[config.mk]
export PLATFORM = sky130hd
export DESIGN_NAME = sha_blk_queue
export DESIGN_NICKNAME = d
export VERILOG_FILES = /design/src/hw/rtl/sha256_message_hasher_assert.svh /design/src/hw/rtl/sha_pkg.sv /design/src/hw/rtl/sha_blk_queue.sv
export SDC_FILE = /design/constraint.sdc
export NUM_CORES = 1
export LEC_CHECK = 0
export ABC_AREA = 0
export BUFFER_PORTS_ARGS = -buffer_cell sky130_fd_sc_hd__buf_2
export CORE_AREA = 5 5 394 396
export CTS_CLUSTER_DIAMETER = 30
export DETAILED_ROUTE_END_ITERATION = 10
export DIE_AREA = 0 0 399 401
export SLEW_MARGIN = 0
export SYNTH_ARGS = -nofsm -noshare
export SYNTH_HDL_FRONTEND = slang
export SYNTH_SLANG_ARGS = --single-unit
[constraint.sdc]
create_clock -name clk -period 38 [get_ports clk]
set_clock_uncertainty 0.2 [all_clocks]
set_input_delay 1.9 -clock clk [delete_from_list [all_inputs] [get_ports clk]]
set_output_delay 1.9 -clock clk [all_outputs]
set_load 0.05 [all_outputs]
[src/hw/rtl/sha256_message_hasher_assert.svh]
// Assertion macros for the message hasher.
`ifndef SHA256_MESSAGE_HASHER_ASSERT_SVH
`define SHA256_MESSAGE_HASHER_ASSERT_SVH

// Check that a condition implies another in the same cycle.
`define SHA_ASSERT_IMP(label, ante, cons) \
  label: assert property (@(posedge clk) disable iff (!rst_n) (ante) |-> (cons)) \
    else $error("check failed");

// Check that a condition implies another in the next cycle.
`define SHA_ASSERT_NEXT(label, ante, cons) \
  label: assert property (@(posedge clk) disable iff (!rst_n) (ante) |=> (cons)) \
    else $error("check failed");

`endif

[src/hw/rtl/sha_pkg.sv]
`default_nettype none
package sha_pkg;

  typedef struct packed {
    logic [7:0] msg_byte;
    logic       byte_present;
    logic       last_byte;
  } in_item_t;

  typedef struct packed {
    logic [31:0] digest_word;
    logic [2:0]  word_index;
    logic        last_word;
  } out_item_t;

  // One block handed from the packer to the compression core.
  typedef struct packed {
    logic [511:0] block;
    logic         final_blk;
  } blk_t;

  localparam logic [7:0] PAD_BYTE = 8'h80;

  localparam logic [255:0] H_INIT = {
    32'h6a09e667, 32'hbb67ae85, 32'h3c6ef372, 32'ha54ff53a,
    32'h510e527f, 32'h9b05688c, 32'h1f83d9ab, 32'h5be0cd19};

  function automatic logic [31:0] round_k(input logic [5:0] t);
    logic [31:0] k;
    case (t)
      6'd0: k = 32'h428a2f98; 6'd1: k = 32'h71374491; 6'd2: k = 32'hb5c0fbcf;
      6'd3: k = 32'he9b5dba5; 6'd4: k = 32'h3956c25b; 6'd5: k = 32'h59f111f1;
      6'd6: k = 32'h923f82a4; 6'd7: k = 32'hab1c5ed5; 6'd8: k = 32'hd807aa98;
      6'd9: k = 32'h12835b01; 6'd10: k = 32'h243185be; 6'd11: k = 32'h550c7dc3;
      6'd12: k = 32'h72be5d74; 6'd13: k = 32'h80deb1fe; 6'd14: k = 32'h9bdc06a7;
      6'd15: k = 32'hc19bf174; 6'd16: k = 32'he49b69c1; 6'd17: k = 32'hefbe4786;
      6'd18: k = 32'h0fc19dc6; 6'd19: k = 32'h240ca1cc; 6'd20: k = 32'h2de92c6f;
      6'd21: k = 32'h4a7484aa; 6'd22: k = 32'h5cb0a9dc; 6'd23: k = 32'h76f988da;
      6'd24: k = 32'h983e5152; 6'd25: k = 32'ha831c66d; 6'd26: k = 32'hb00327c8;
      6'd27: k = 32'hbf597fc7; 6'd28: k = 32'hc6e00bf3; 6'd29: k = 32'hd5a79147;
      6'd30: k = 32'h06ca6351; 6'd31: k = 32'h14292967; 6'd32: k = 32'h27b70a85;
      6'd33: k = 32'h2e1b2138; 6'd34: k = 32'h4d2c6dfc; 6'd35: k = 32'h53380d13;
      6'd36: k = 32'h650a7354; 6'd37: k = 32'h766a0abb; 6'd38: k = 32'h81c2c92e;
      6'd39: k = 32'h92722c85; 6'd40: k = 32'ha2bfe8a1; 6'd41: k = 32'ha81a664b;
      6'd42: k = 32'hc24b8b70; 6'd43: k = 32'hc76c51a3; 6'd44: k = 32'hd192e819;
      6'd45: k = 32'hd6990624; 6'd46: k = 32'hf40e3585; 6'd47: k = 32'h106aa070;
      6'd48: k = 32'h19a4c116; 6'd49: k = 32'h1e376c08; 6'd50: k = 32'h2748774c;
      6'd51: k = 32'h34b0bcb5; 6'd52: k = 32'h391c0cb3; 6'd53: k = 32'h4ed8aa4a;
      6'd54: k = 32'h5b9cca4f; 6'd55: k = 32'h682e6ff3; 6'd56: k = 32'h748f82ee;
      6'd57: k = 32'h78a5636f; 6'd58: k = 32'h84c87814; 6'd59: k = 32'h8cc70208;
      6'd60: k = 32'h90befffa; 6'd61: k = 32'ha4506ceb; 6'd62: k = 32'hbef9a3f7;
      default: k = 32'hc67178f2;
    endcase
    return k;
  endfunction

  function automatic logic [31:0] rotr(input logic [31:0] x, input int n);
    return (x >> n) | (x << (32 - n));
  endfunction

endpackage
`default_nettype wire

[src/hw/rtl/sha_blk_queue.sv]
`default_nettype none
// Two-entry block queue between packer and core.
module sha_blk_queue (
  input  wire logic       clk,
  input  wire logic       rst_n,
  input  wire logic       wr_valid,
  output logic            wr_stall,
  input  sha_pkg::blk_t   wr_data,
  output logic            rd_valid,
  input  wire logic       rd_stall,
  output sha_pkg::blk_t   rd_data
);
  sha_pkg::blk_t mem_r [2];
  logic          wp_r, rp_r;
  logic [1:0]    cnt_r;
  logic          wr, rd;

  assign wr_stall = (cnt_r == 2'd2);
  assign rd_valid = (cnt_r != 2'd0);
  assign rd_data  = mem_r[rp_r];
  assign wr = wr_valid && !wr_stall;
  assign rd = rd_valid && !rd_stall;

  always_ff @(posedge clk) begin
    if (wr) mem_r[wp_r] <= wr_data;
    if (!rst_n) begin
      wp_r <= 1'b0; rp_r <= 1'b0; cnt_r <= '0;
    end else begin
      if (wr) wp_r <= !wp_r;
      if (rd) rp_r <= !rp_r;
      cnt_r <= cnt_r + {1'b0, wr} - {1'b0, rd};
    end
  end
endmodule
`default_nettype wire

==> impl_metrics.py <==
metrics = {
    "timing": {
        "clock.fmax_mhz": 146.7,
        "whs_ps": 279.4,
        "final-setup-viol-count": 0,
        "fin_setup_tns_ps": 0,
        "slew_headroom_pct": 25.87,
        "period_needed_ps": 6817,
        "rsz0062_at_grt": "no",
        "worstMarginPinSlew_ps": 1112,
        "final.period_utilization_pct": 17.94,
        "maxSlewViolCount": 0,
        "setup_ws_ps": 31180,
        "finalHoldViolCount": 0,
    },
    "worst_setup_path": {
        "regToRegSetupSlack_ps": 33170,
        "cp.arrival_ps": 4720,
        "reg2regPathDepth": 6,
        "end_kind": "output pin",
        "required_ps": 35900,
        "reg2reg_from": "cnt_r[0]",
        "startpoint_type": "flip-flop",
        "worst-setup-path-type": "reg -> out",
        "rr_endpoint": "mem_r[0][499]",
        "crit_fanout": 70,
    },
    "placed_design": {
        "place_inst": 4647,
        "port_buffers": 1031,
        "dpl.hpwl_um": 87730,
        "place_ws_ps": 31760,
        "routabilityCongestion": 0.8285,
        "post_dp_cell_area_um2": 44730,
    },
    "clock_network": {
        "cts-resized-gates": 0,
        "cts_buffers": 219,
        "ctsRootBufferMaster": "clkbuf_16",
        "cts_tree": "yes",
        "ctsLongestPathBuffers": 3,
        "path_clk_slew_ps": 50,
        "clk_latency_ps": 800,
        "hold_buffers": 0,
        "cts-htree-levels": 4,
        "clock_sinks": 1031,
        "postCtsSetupRepairBufs": 0,
    },
    "final_layout": {
        "final_cells": 5076,
        "final_common_cell": "buf_2",
        "fin_nets": 3357,
        "finish.instance_area_um2": 52540,
        "final_cell_mix": "1,031 x buf_2, 1,026 x edfxtp_1, 513 x mux2_2, 219 x clkbuf_16, 42 x bufinv_16",
        "drive_gt1_share_pct": 63.52,
        "area_growth_pct": 40.30,
    },
    "die": {
        "row_count": 143,
        "core_um2": 151200,
        "dieWidth_um": 399,
        "io_pins": 1032,
        "fp.dieH_um": 401,
        "start_util_pct": 24.77,
        "die-area_um2": 160000,
    },
    "power": {
        "p_leak_nw": 19.48,
        "power_density_nw_per_um2": 87.88,
        "combPwrFrac_pct": 25.8,
        "clkPwrFrac_pct": 42.3,
        "sequentialPowerShare_pct": 31.8,
        "p_switching_w": 0.001555,
        "ir_drop_v": 0.00006120,
        "swShare_pct": 33.67,
        "p_int_w": 0.003063,
    },
    "synth": {
        "avgSynthCellArea_um2": 23.09,
        "ys_seq_area_share_pct": 82.54,
        "ys_warn_count": 0,
        "synth_compound_area_share_pct": 0,
        "netlist_area_um2": 37450,
        "synth_edf_count": 1026,
        "synthCells": 1622,
        "synth_top_cell_by_area": "edfxtp_1",
        "synthSimpleGateAreaFrac_pct": 0.1737,
        "synth_area_leaders": "edfxtp_1 82%, mux2_2 15%, buf_6 1.6%",
        "synth_fa_ha_area_share_pct": 0.06682,
        "async_flop_share_pct": 0,
        "synth_seq_cells": 1031,
        "synth_nets": 2141,
        "synthXorXnorAreaFrac_pct": 0.04678,
        "synth_top_cell_area_share_pct": 82.27,
        "synth_mux_area_share_pct": 15.51,
        "synth.distinct_cells": 17,
        "synth_top_family_by_area": "multiplexers",
        "ys.flop_type": "edfxtp_1",
    },
    "global_route": {
        "grt.overflow.total": 0,
        "grt_pass1_vias": 21930,
        "grt_first_pass_wirelength_um": 159300,
        "grt_start_max_net_pins": 149,
        "antenna_found_initial": 83,
        "grt_use_total_pct": 14.11,
    },
    "drt": {
        "finalWirelength_um": 118300,
        "drc": 0,
        "drt.antenna.violating_nets": 0,
        "vias_per_cell": 4.091,
        "dr.pass1.iters": 5,
        "routedWlPerCell_um": 23.30,
        "first_iter_violations": 1094,
        "via_count": 20760,
    },
    "status": {
        "outcome": "finished clean",
    },
    "worst_hold_path": {
        "worstHoldStart": "rp_r",
        "hold_path_class": "reg -> reg",
        "hold_depth": 2,
    },
    "run": {
        "max_cap_violations": 0,
    },
}
[flip-flops by register name, summed over array words and instances (netlist names), named ones only]
name	count
rp_r	1
wp_r	1
cnt_r	2
mem_r	1026
[synth_stat cells, drive strengths merged (2+ instances only)]
master and count:
mux2i 3, edfxtp 1026, nor2b 2, nand2b 3
nand2 3, ha 2, dfxtp 5, buf 57
inv 2, mux2 513
[worst max-delay path, cell delays in order, from the launching register on]
cell and delay [ps]:
dfxtp_4 780, buf_4 710, buf_4 760, buf_4 760, mux2_2 420, buf_2 210
[kinds of logic (layout without fill, tap and decap cells)]
kind of cell / after synthesis / after routing
adder cells (fa/ha/maj): 2 / 2
XOR/XNOR: 2 / 2
multiplexers: 516 / 516
other: 0 / 17
AND/OR/NAND/NOR: 12 / 12
flip-flops: 1031 / 1031
buffers and inverters: 59 / 1466
[power groups by stage]
stage	clock network, W	registers, W	logic, W
global placement	0	0.00149	0.00120
finish	0.00195	0.00147	0.00119
CTS	0.00200	0.00147	0.00121
global route	0.00206	0.00148	0.00124
detailed placement	0	0.00149	0.00121
floorplan	0	0.00160	0.000905
[layer usage]
layer | GRT usage [%] | wire length (um) | vias to the layer above
met1 | 14.59 | 41020 | 10370
met2 | 25.04 | 60700 | 1059
met4 | 4.601 | 3252 | 2
met3 | 6.769 | 13280 | 268
li1 | - | - | 9068
met5 | 0 | 13 | -
[layout make-up]
type	instances	area, um2
antenna	17	42.54
clock buffer	243	5570
clock inverter	169	2198
fill	14290	98650
inverter	2	7.507
multi-input combinational	532	5927
sequential	1031	30910
tap	2030	2540
timing repair buffer	1052	5343
[metrics by stage]
stage	power, W	util [%]
final	0.004617	34.75
after global routing	0.004784	34.74
after CTS	0.004680	34.72
after detailed placement	0.002697	29.59
after global placement	0.002690	29.59
after floorplan	0.002508	-
[worst max-delay path by stage]
stage / start / end / cells after the start
global route: flip-flop / rd_data[54] / 5
finish: flip-flop / rd_data[198] / 5
floorplan: wr_valid / mem_r[0][0] / 2
global placement: wr_valid / mem_r[0][311] / 6
CTS: flip-flop / rd_data[198] / 5
detailed placement: wr_valid / mem_r[0][265] / 6
Note: power is estimated with default switching activity, not from simulation.
