--- src/hw/rtl/sha256_message_hasher_assert.svh ---
// Assertion macros for the message hasher.
`ifndef SHA256_MESSAGE_HASHER_ASSERT_SVH
`define SHA256_MESSAGE_HASHER_ASSERT_SVH

// Check that a condition implies another in the same cycle.
`define SHA_ASSERT_IMP(label, ante, cons) \
  label: assert property (@(posedge clk) disable iff (!rst_n) (ante) |-> (cons)) \
    else $error("check failed");

// Check that a condition implies another in the next cycle.
`define SHA_ASSERT_NEXT(label, ante, cons) \
  label: assert property (@(posedge clk) disable iff (!rst_n) (ante) |=> (cons)) \
    else $error("check failed");

`endif

--- src/hw/rtl/sha_pkg.sv ---
`default_nettype none
package sha_pkg;

  typedef struct packed {
    logic [7:0] msg_byte;
    logic       byte_present;
    logic       last_byte;
  } in_item_t;

  typedef struct packed {
    logic [31:0] digest_word;
    logic [2:0]  word_index;
    logic        last_word;
  } out_item_t;

  // One block handed from the packer to the compression core.
  typedef struct packed {
    logic [511:0] block;
    logic         final_blk;
  } blk_t;

  localparam logic [7:0] PAD_BYTE = 8'h80;

  localparam logic [255:0] H_INIT = {
    32'h6a09e667, 32'hbb67ae85, 32'h3c6ef372, 32'ha54ff53a,
    32'h510e527f, 32'h9b05688c, 32'h1f83d9ab, 32'h5be0cd19};

  function automatic logic [31:0] round_k(input logic [5:0] t);
    logic [31:0] k;
    case (t)
      6'd0: k = 32'h428a2f98; 6'd1: k = 32'h71374491; 6'd2: k = 32'hb5c0fbcf;
      6'd3: k = 32'he9b5dba5; 6'd4: k = 32'h3956c25b; 6'd5: k = 32'h59f111f1;
      6'd6: k = 32'h923f82a4; 6'd7: k = 32'hab1c5ed5; 6'd8: k = 32'hd807aa98;
      6'd9: k = 32'h12835b01; 6'd10: k = 32'h243185be; 6'd11: k = 32'h550c7dc3;
      6'd12: k = 32'h72be5d74; 6'd13: k = 32'h80deb1fe; 6'd14: k = 32'h9bdc06a7;
      6'd15: k = 32'hc19bf174; 6'd16: k = 32'he49b69c1; 6'd17: k = 32'hefbe4786;
      6'd18: k = 32'h0fc19dc6; 6'd19: k = 32'h240ca1cc; 6'd20: k = 32'h2de92c6f;
      6'd21: k = 32'h4a7484aa; 6'd22: k = 32'h5cb0a9dc; 6'd23: k = 32'h76f988da;
      6'd24: k = 32'h983e5152; 6'd25: k = 32'ha831c66d; 6'd26: k = 32'hb00327c8;
      6'd27: k = 32'hbf597fc7; 6'd28: k = 32'hc6e00bf3; 6'd29: k = 32'hd5a79147;
      6'd30: k = 32'h06ca6351; 6'd31: k = 32'h14292967; 6'd32: k = 32'h27b70a85;
      6'd33: k = 32'h2e1b2138; 6'd34: k = 32'h4d2c6dfc; 6'd35: k = 32'h53380d13;
      6'd36: k = 32'h650a7354; 6'd37: k = 32'h766a0abb; 6'd38: k = 32'h81c2c92e;
      6'd39: k = 32'h92722c85; 6'd40: k = 32'ha2bfe8a1; 6'd41: k = 32'ha81a664b;
      6'd42: k = 32'hc24b8b70; 6'd43: k = 32'hc76c51a3; 6'd44: k = 32'hd192e819;
      6'd45: k = 32'hd6990624; 6'd46: k = 32'hf40e3585; 6'd47: k = 32'h106aa070;
      6'd48: k = 32'h19a4c116; 6'd49: k = 32'h1e376c08; 6'd50: k = 32'h2748774c;
      6'd51: k = 32'h34b0bcb5; 6'd52: k = 32'h391c0cb3; 6'd53: k = 32'h4ed8aa4a;
      6'd54: k = 32'h5b9cca4f; 6'd55: k = 32'h682e6ff3; 6'd56: k = 32'h748f82ee;
      6'd57: k = 32'h78a5636f; 6'd58: k = 32'h84c87814; 6'd59: k = 32'h8cc70208;
      6'd60: k = 32'h90befffa; 6'd61: k = 32'ha4506ceb; 6'd62: k = 32'hbef9a3f7;
      default: k = 32'hc67178f2;
    endcase
    return k;
  endfunction

  function automatic logic [31:0] rotr(input logic [31:0] x, input int n);
    return (x >> n) | (x << (32 - n));
  endfunction

endpackage
`default_nettype wire

--- src/hw/rtl/sha_core.sv ---
`default_nettype none
// Back end: 64 rounds at one per cycle, chain update, digest emission.
module sha_core (
  input  wire logic             clk,
  input  wire logic             rst_n,
  input  wire logic             blk_valid,
  output logic                  blk_stall,
  input  sha_pkg::blk_t         blk_data,
  output logic                  out_valid,
  input  wire logic             out_stall,
  output sha_pkg::out_item_t    out_item
);
  typedef enum logic [1:0] {S_IDLE, S_RUN, S_ADD, S_EMIT} state_t;

  state_t        state_r;
  logic [5:0]    t_r;
  logic [511:0]  w_r;     // rolling schedule, w[t] at the top
  logic [255:0]  h_r;
  logic [255:0]  v_r;     // a..h
  logic          final_r;
  logic [2:0]    idx_r;

  logic [31:0] a, b, c, d, e, f, g, hh, t1, t2, wt, wn, w1, w14;

  assign blk_stall = (state_r != S_IDLE);
  assign out_valid = (state_r == S_EMIT);
  assign out_item  = '{digest_word: h_r[255 - 32 * idx_r -: 32],
                       word_index: idx_r, last_word: (idx_r == 3'd7)};

  always_comb begin
    {a, b, c, d, e, f, g, hh} = v_r;
    wt  = w_r[511:480];
    w1  = w_r[479:448];
    w14 = w_r[63:32];
    t1 = hh + (sha_pkg::rotr(e, 6) ^ sha_pkg::rotr(e, 11) ^ sha_pkg::rotr(e, 25))
         + ((e & f) ^ (~e & g)) + sha_pkg::round_k(t_r) + wt;
    t2 = (sha_pkg::rotr(a, 2) ^ sha_pkg::rotr(a, 13) ^ sha_pkg::rotr(a, 22))
         + ((a & b) ^ (a & c) ^ (b & c));
    // w[t+16] = s1(w[t+14]) + w[t+9] + s0(w[t+1]) + w[t]
    wn = (sha_pkg::rotr(w14, 17) ^ sha_pkg::rotr(w14, 19) ^ (w14 >> 10))
         + w_r[223:192]
         + (sha_pkg::rotr(w1, 7) ^ sha_pkg::rotr(w1, 18) ^ (w1 >> 3)) + wt;
  end

  always_ff @(posedge clk) begin
    if (!rst_n) begin
      state_r <= S_IDLE;
      h_r     <= sha_pkg::H_INIT;
      t_r     <= '0;
      idx_r   <= '0;
      final_r <= 1'b0;
    end else begin
      case (state_r)
        S_IDLE: begin
          if (blk_valid) begin
            w_r     <= blk_data.block;
            final_r <= blk_data.final_blk;
            v_r     <= h_r;
            t_r     <= '0;
            state_r <= S_RUN;
          end
        end
        S_RUN: begin
          v_r <= {t1 + t2, a, b, c, d + t1, e, f, g};
          w_r <= {w_r[479:0], wn};
          t_r <= t_r + 6'd1;
          if (t_r == 6'd63) state_r <= S_ADD;
        end
        S_ADD: begin
          for (int i = 0; i < 8; i++)
            h_r[32 * i +: 32] <= h_r[32 * i +: 32] + v_r[32 * i +: 32];
          idx_r   <= '0;
          state_r <= final_r ? S_EMIT : S_IDLE;
        end
        S_EMIT: begin
          if (!out_stall) begin
            idx_r <= idx_r + 3'd1;
            if (idx_r == 3'd7) begin
              h_r     <= sha_pkg::H_INIT;
              state_r <= S_IDLE;
            end
          end
        end
        default: state_r <= S_IDLE;
      endcase
    end
  end
endmodule
`default_nettype wire
--- config.mk ---
export PLATFORM = sky130hd
export DESIGN_NAME = sha_core
export DESIGN_NICKNAME = d
export VERILOG_FILES = /design/src/hw/rtl/sha256_message_hasher_assert.svh /design/src/hw/rtl/sha_pkg.sv /design/src/hw/rtl/sha_core.sv
export SDC_FILE = /design/constraint.sdc
export NUM_CORES = 2
export LEC_CHECK = 0
export ABC_AREA = 1
export ABC_CLOCK_PERIOD_IN_PS = 55800
export BUFFER_PORTS_ARGS = -buffer_cell sky130_fd_sc_hd__buf_2
export CORE_ASPECT_RATIO = 0.5
export CORE_MARGIN = 10
export CORE_UTILIZATION = 51
export DETAILED_ROUTE_END_ITERATION = 7
export MAX_ROUTING_LAYER = met4
export PLACE_DENSITY_LB_ADDON = 0.15
export SLEW_MARGIN = 20
export SYNTH_ARGS = -nofsm -noshare
export SYNTH_HDL_FRONTEND = slang
export SYNTH_SLANG_ARGS = --single-unit
--- constraint.sdc ---
create_clock -name clk -period 55.8 [get_ports clk]
set_clock_uncertainty 0.05 [all_clocks]
set_input_delay 11.16 -clock clk [delete_from_list [all_inputs] [get_ports clk]]
set_output_delay 11.16 -clock clk [all_outputs]
set_load 0.05 [all_outputs]
==> metrics.yaml <==
final_cells: 13100
yosysSeqAreaShare_pct: 37.3
die_w_um: 573
dieArea_um2: 170000
cts_tree: "yes"
ys_ff_latch: 1068
overflow: 0
maxCapViolCount: 0
cts_resized: 0
fin_crit_sh_pct: 28.0
vias: 77000
gp_congestion: 1.07
finalHoldViolations: 0
relSlewSlack_pct: 9.70
hold_path.class: "flop to flop"
io_pins: 555
hold_buffers: 0
postRouteAntennaNets: 0
drt_iter0_markers: 11300
fin_tns_setup_ns: 0
gr-usage-all-layers_pct: 40.1
hpwl_um: 274000
die_y_um: 296
drive_above_1_share_pct: 7.79
dr.pass1.iters: 6
cp.arrival_ns: 15.96
grt_pass1_wl_um: 489000
hp-start: "w_r[80]"
clkTransAtPathRegs_ns: 0.07
seq_area_um2: 29100
postPlaceCellArea_um2: 82400
multi_input_area_um2: 42800
synth_edf_count: 768
grt_max_degree: 222
port-buffer-count: 554
syn-num-nets: 11700
clockBufferDepth: 3
vias_per_cell: 5.87
yosysWarnings: 0
r2r-start: "v_r[121]"
postCtsSetupRepairBufs: 0
cts_root_buf: "clkbuf_16"
nFillCells: 14700
crit_path_start_kind: "input port"
synthArstFlopShare_pct: 0
avgSynthCellArea_um2: 7.35
finalMaxSlewViolations: 0
worst_pin_slew_ns: 1.35
routed_wl_um: 345000
num-nets-final: 12100
antenna_found_initial: 26
postSynthCellCount: 10600
core_area_um2: 152000
setup_viol: 0
clk_latency_ns: 0.76
routedWlPerCell_um: 26.3
rsz0062_at_grt: "no"
critPathKind: "input port to flop"
initial_core_util_pct: 51.4
cp_data_required_time_ns: 56.12
end_kind: "flop"
fin_area_um2: 85800
crit_path_max_fanout: 161
synth_ff_type: "edfxtp_1"
syn_area_um2: 77900
h-tree-depth: 3
numClockSinks: 1068
drc: 0
min_period_ns: 15.63
placed_cells: 12900
cts_buffers: 102
final_core_util_pct: 56.5
rows: 101
fmax_ghz: 0.0640
status: "finished clean"
startpoint: "rst_n"
ys_types: 49
area_growth_syn_to_layout_pct: 10.1
grt_pass1_vias: 71800
[cell families after synthesis]
group | synth area share [%]
simple gates | 25.1
compound gates | 14.9
buf+inv | 7.82
flops | 37.3
fa+ha+maj | 11.3
xor+xnor | 3.66
[cell usage in the layout (no fill, tap or decap), types with 21 or more instances in the layout]
master / n
o21ai_0: 919
edfxtp_1: 768
o21bai_1: 63
clkbuf_16: 105
diode_2: 29
nor2_1: 719
buf_4: 61
o21a_1: 24
nand2_1: 3392
inv_1: 1199
o22ai_1: 39
xor2_1: 170
buf_2: 554
fa_1: 195
nand3b_1: 32
o21ai_1: 36
ha_1: 391
a21boi_0: 48
nand3_1: 501
nand4_1: 101
clkbuf_1: 25
inv_2: 21
xnor2_1: 155
dfxtp_1: 298
a21oi_1: 819
a21o_1: 64
or2_2: 29
a31oi_1: 57
o211ai_1: 44
nor3_1: 65
[path summary, 6_finish.rpt]
path | end | slack (ns) | depth (start not counted)
setup / recovery | w_r[411] | 40.17 | 8
hold / removal | w_r[112] | 0.38 | 2
setup reg to reg | v_r[255] | 46.77 | 30
hold reg to reg | w_r[112] | 0.38 | 2
[flip-flops by register name, indices dropped and copies added (netlist names), named ones only]
signal / flops
w_r: 512
h_r: 256
v_r: 256
t_r: 6
idx_r: 3
state_r: 2
final_r: 1
[stage by stage]
step           setup WS, ns  hold slack (ns)
6_report              40.17            0.385
3_5_place_dp          39.54            0.431
2_1_floorplan         10.08            0.380
5_1_grt               40.03            0.434
3_3_place_gp          39.58            0.422
4_1_cts               40.32            0.394
[metal layers]
metal	share of wire (%)	vias up	track usage, %
li1	-	35600	-
met1	40	36200	52.5
met2	42	4504	59.2
met3	13	683	10.2
met4	5.1	0	16.8
met5	0	-	-
[cells in the mapped netlist (22+ instances only)]
master,number,share of area [%]
a21boi_0,48,0.46
a21o_1,64,0.62
a21oi_1,820,5.3
a31oi_1,57,0.46
buf_1,27,0.13
buf_2,26,0.17
clkbuf_1,324,1.6
dfxtp_1,300,7.7
edfxtp_1,768,30
fa_1,195,5.0
ha_1,391,6.3
inv_1,1202,5.8
inv_2,22,0.11
nand2_1,3395,16
nand3_1,501,3.2
nand3b_1,32,0.31
nand4_1,101,0.81
nor2_1,721,3.5
nor3_1,65,0.42
o211ai_1,44,0.42
o21a_1,24,0.23
o21ai_0,919,5.9
o21ai_1,37,0.24
o21bai_1,63,0.61
o22ai_1,39,0.31
or2_2,29,0.23
xnor2_1,155,1.7
xor2_1,171,1.9
[layout make-up]
class,count,share of cell area [%]
multi-input combinational,7934,49.9
clock inverter,50,0.577
timing repair buffer,619,3.86
sequential,1068,33.9
tap,2060,3.00
inverter,1226,5.39
clock buffer,137,3.28
antenna,29,0.0846
[critical path, stage by stage]
cell    delay [ns]
buf_2         0.08
buf_4         0.45
inv_8         0.35
nor2_4        0.20
buf_4         0.77
buf_12        0.55
buf_4         0.90
buf_4         0.95
Power is left out: the tool's default activity adds up to more than one toggle a clock period on the data nets, which glitch-free logic cannot reach.
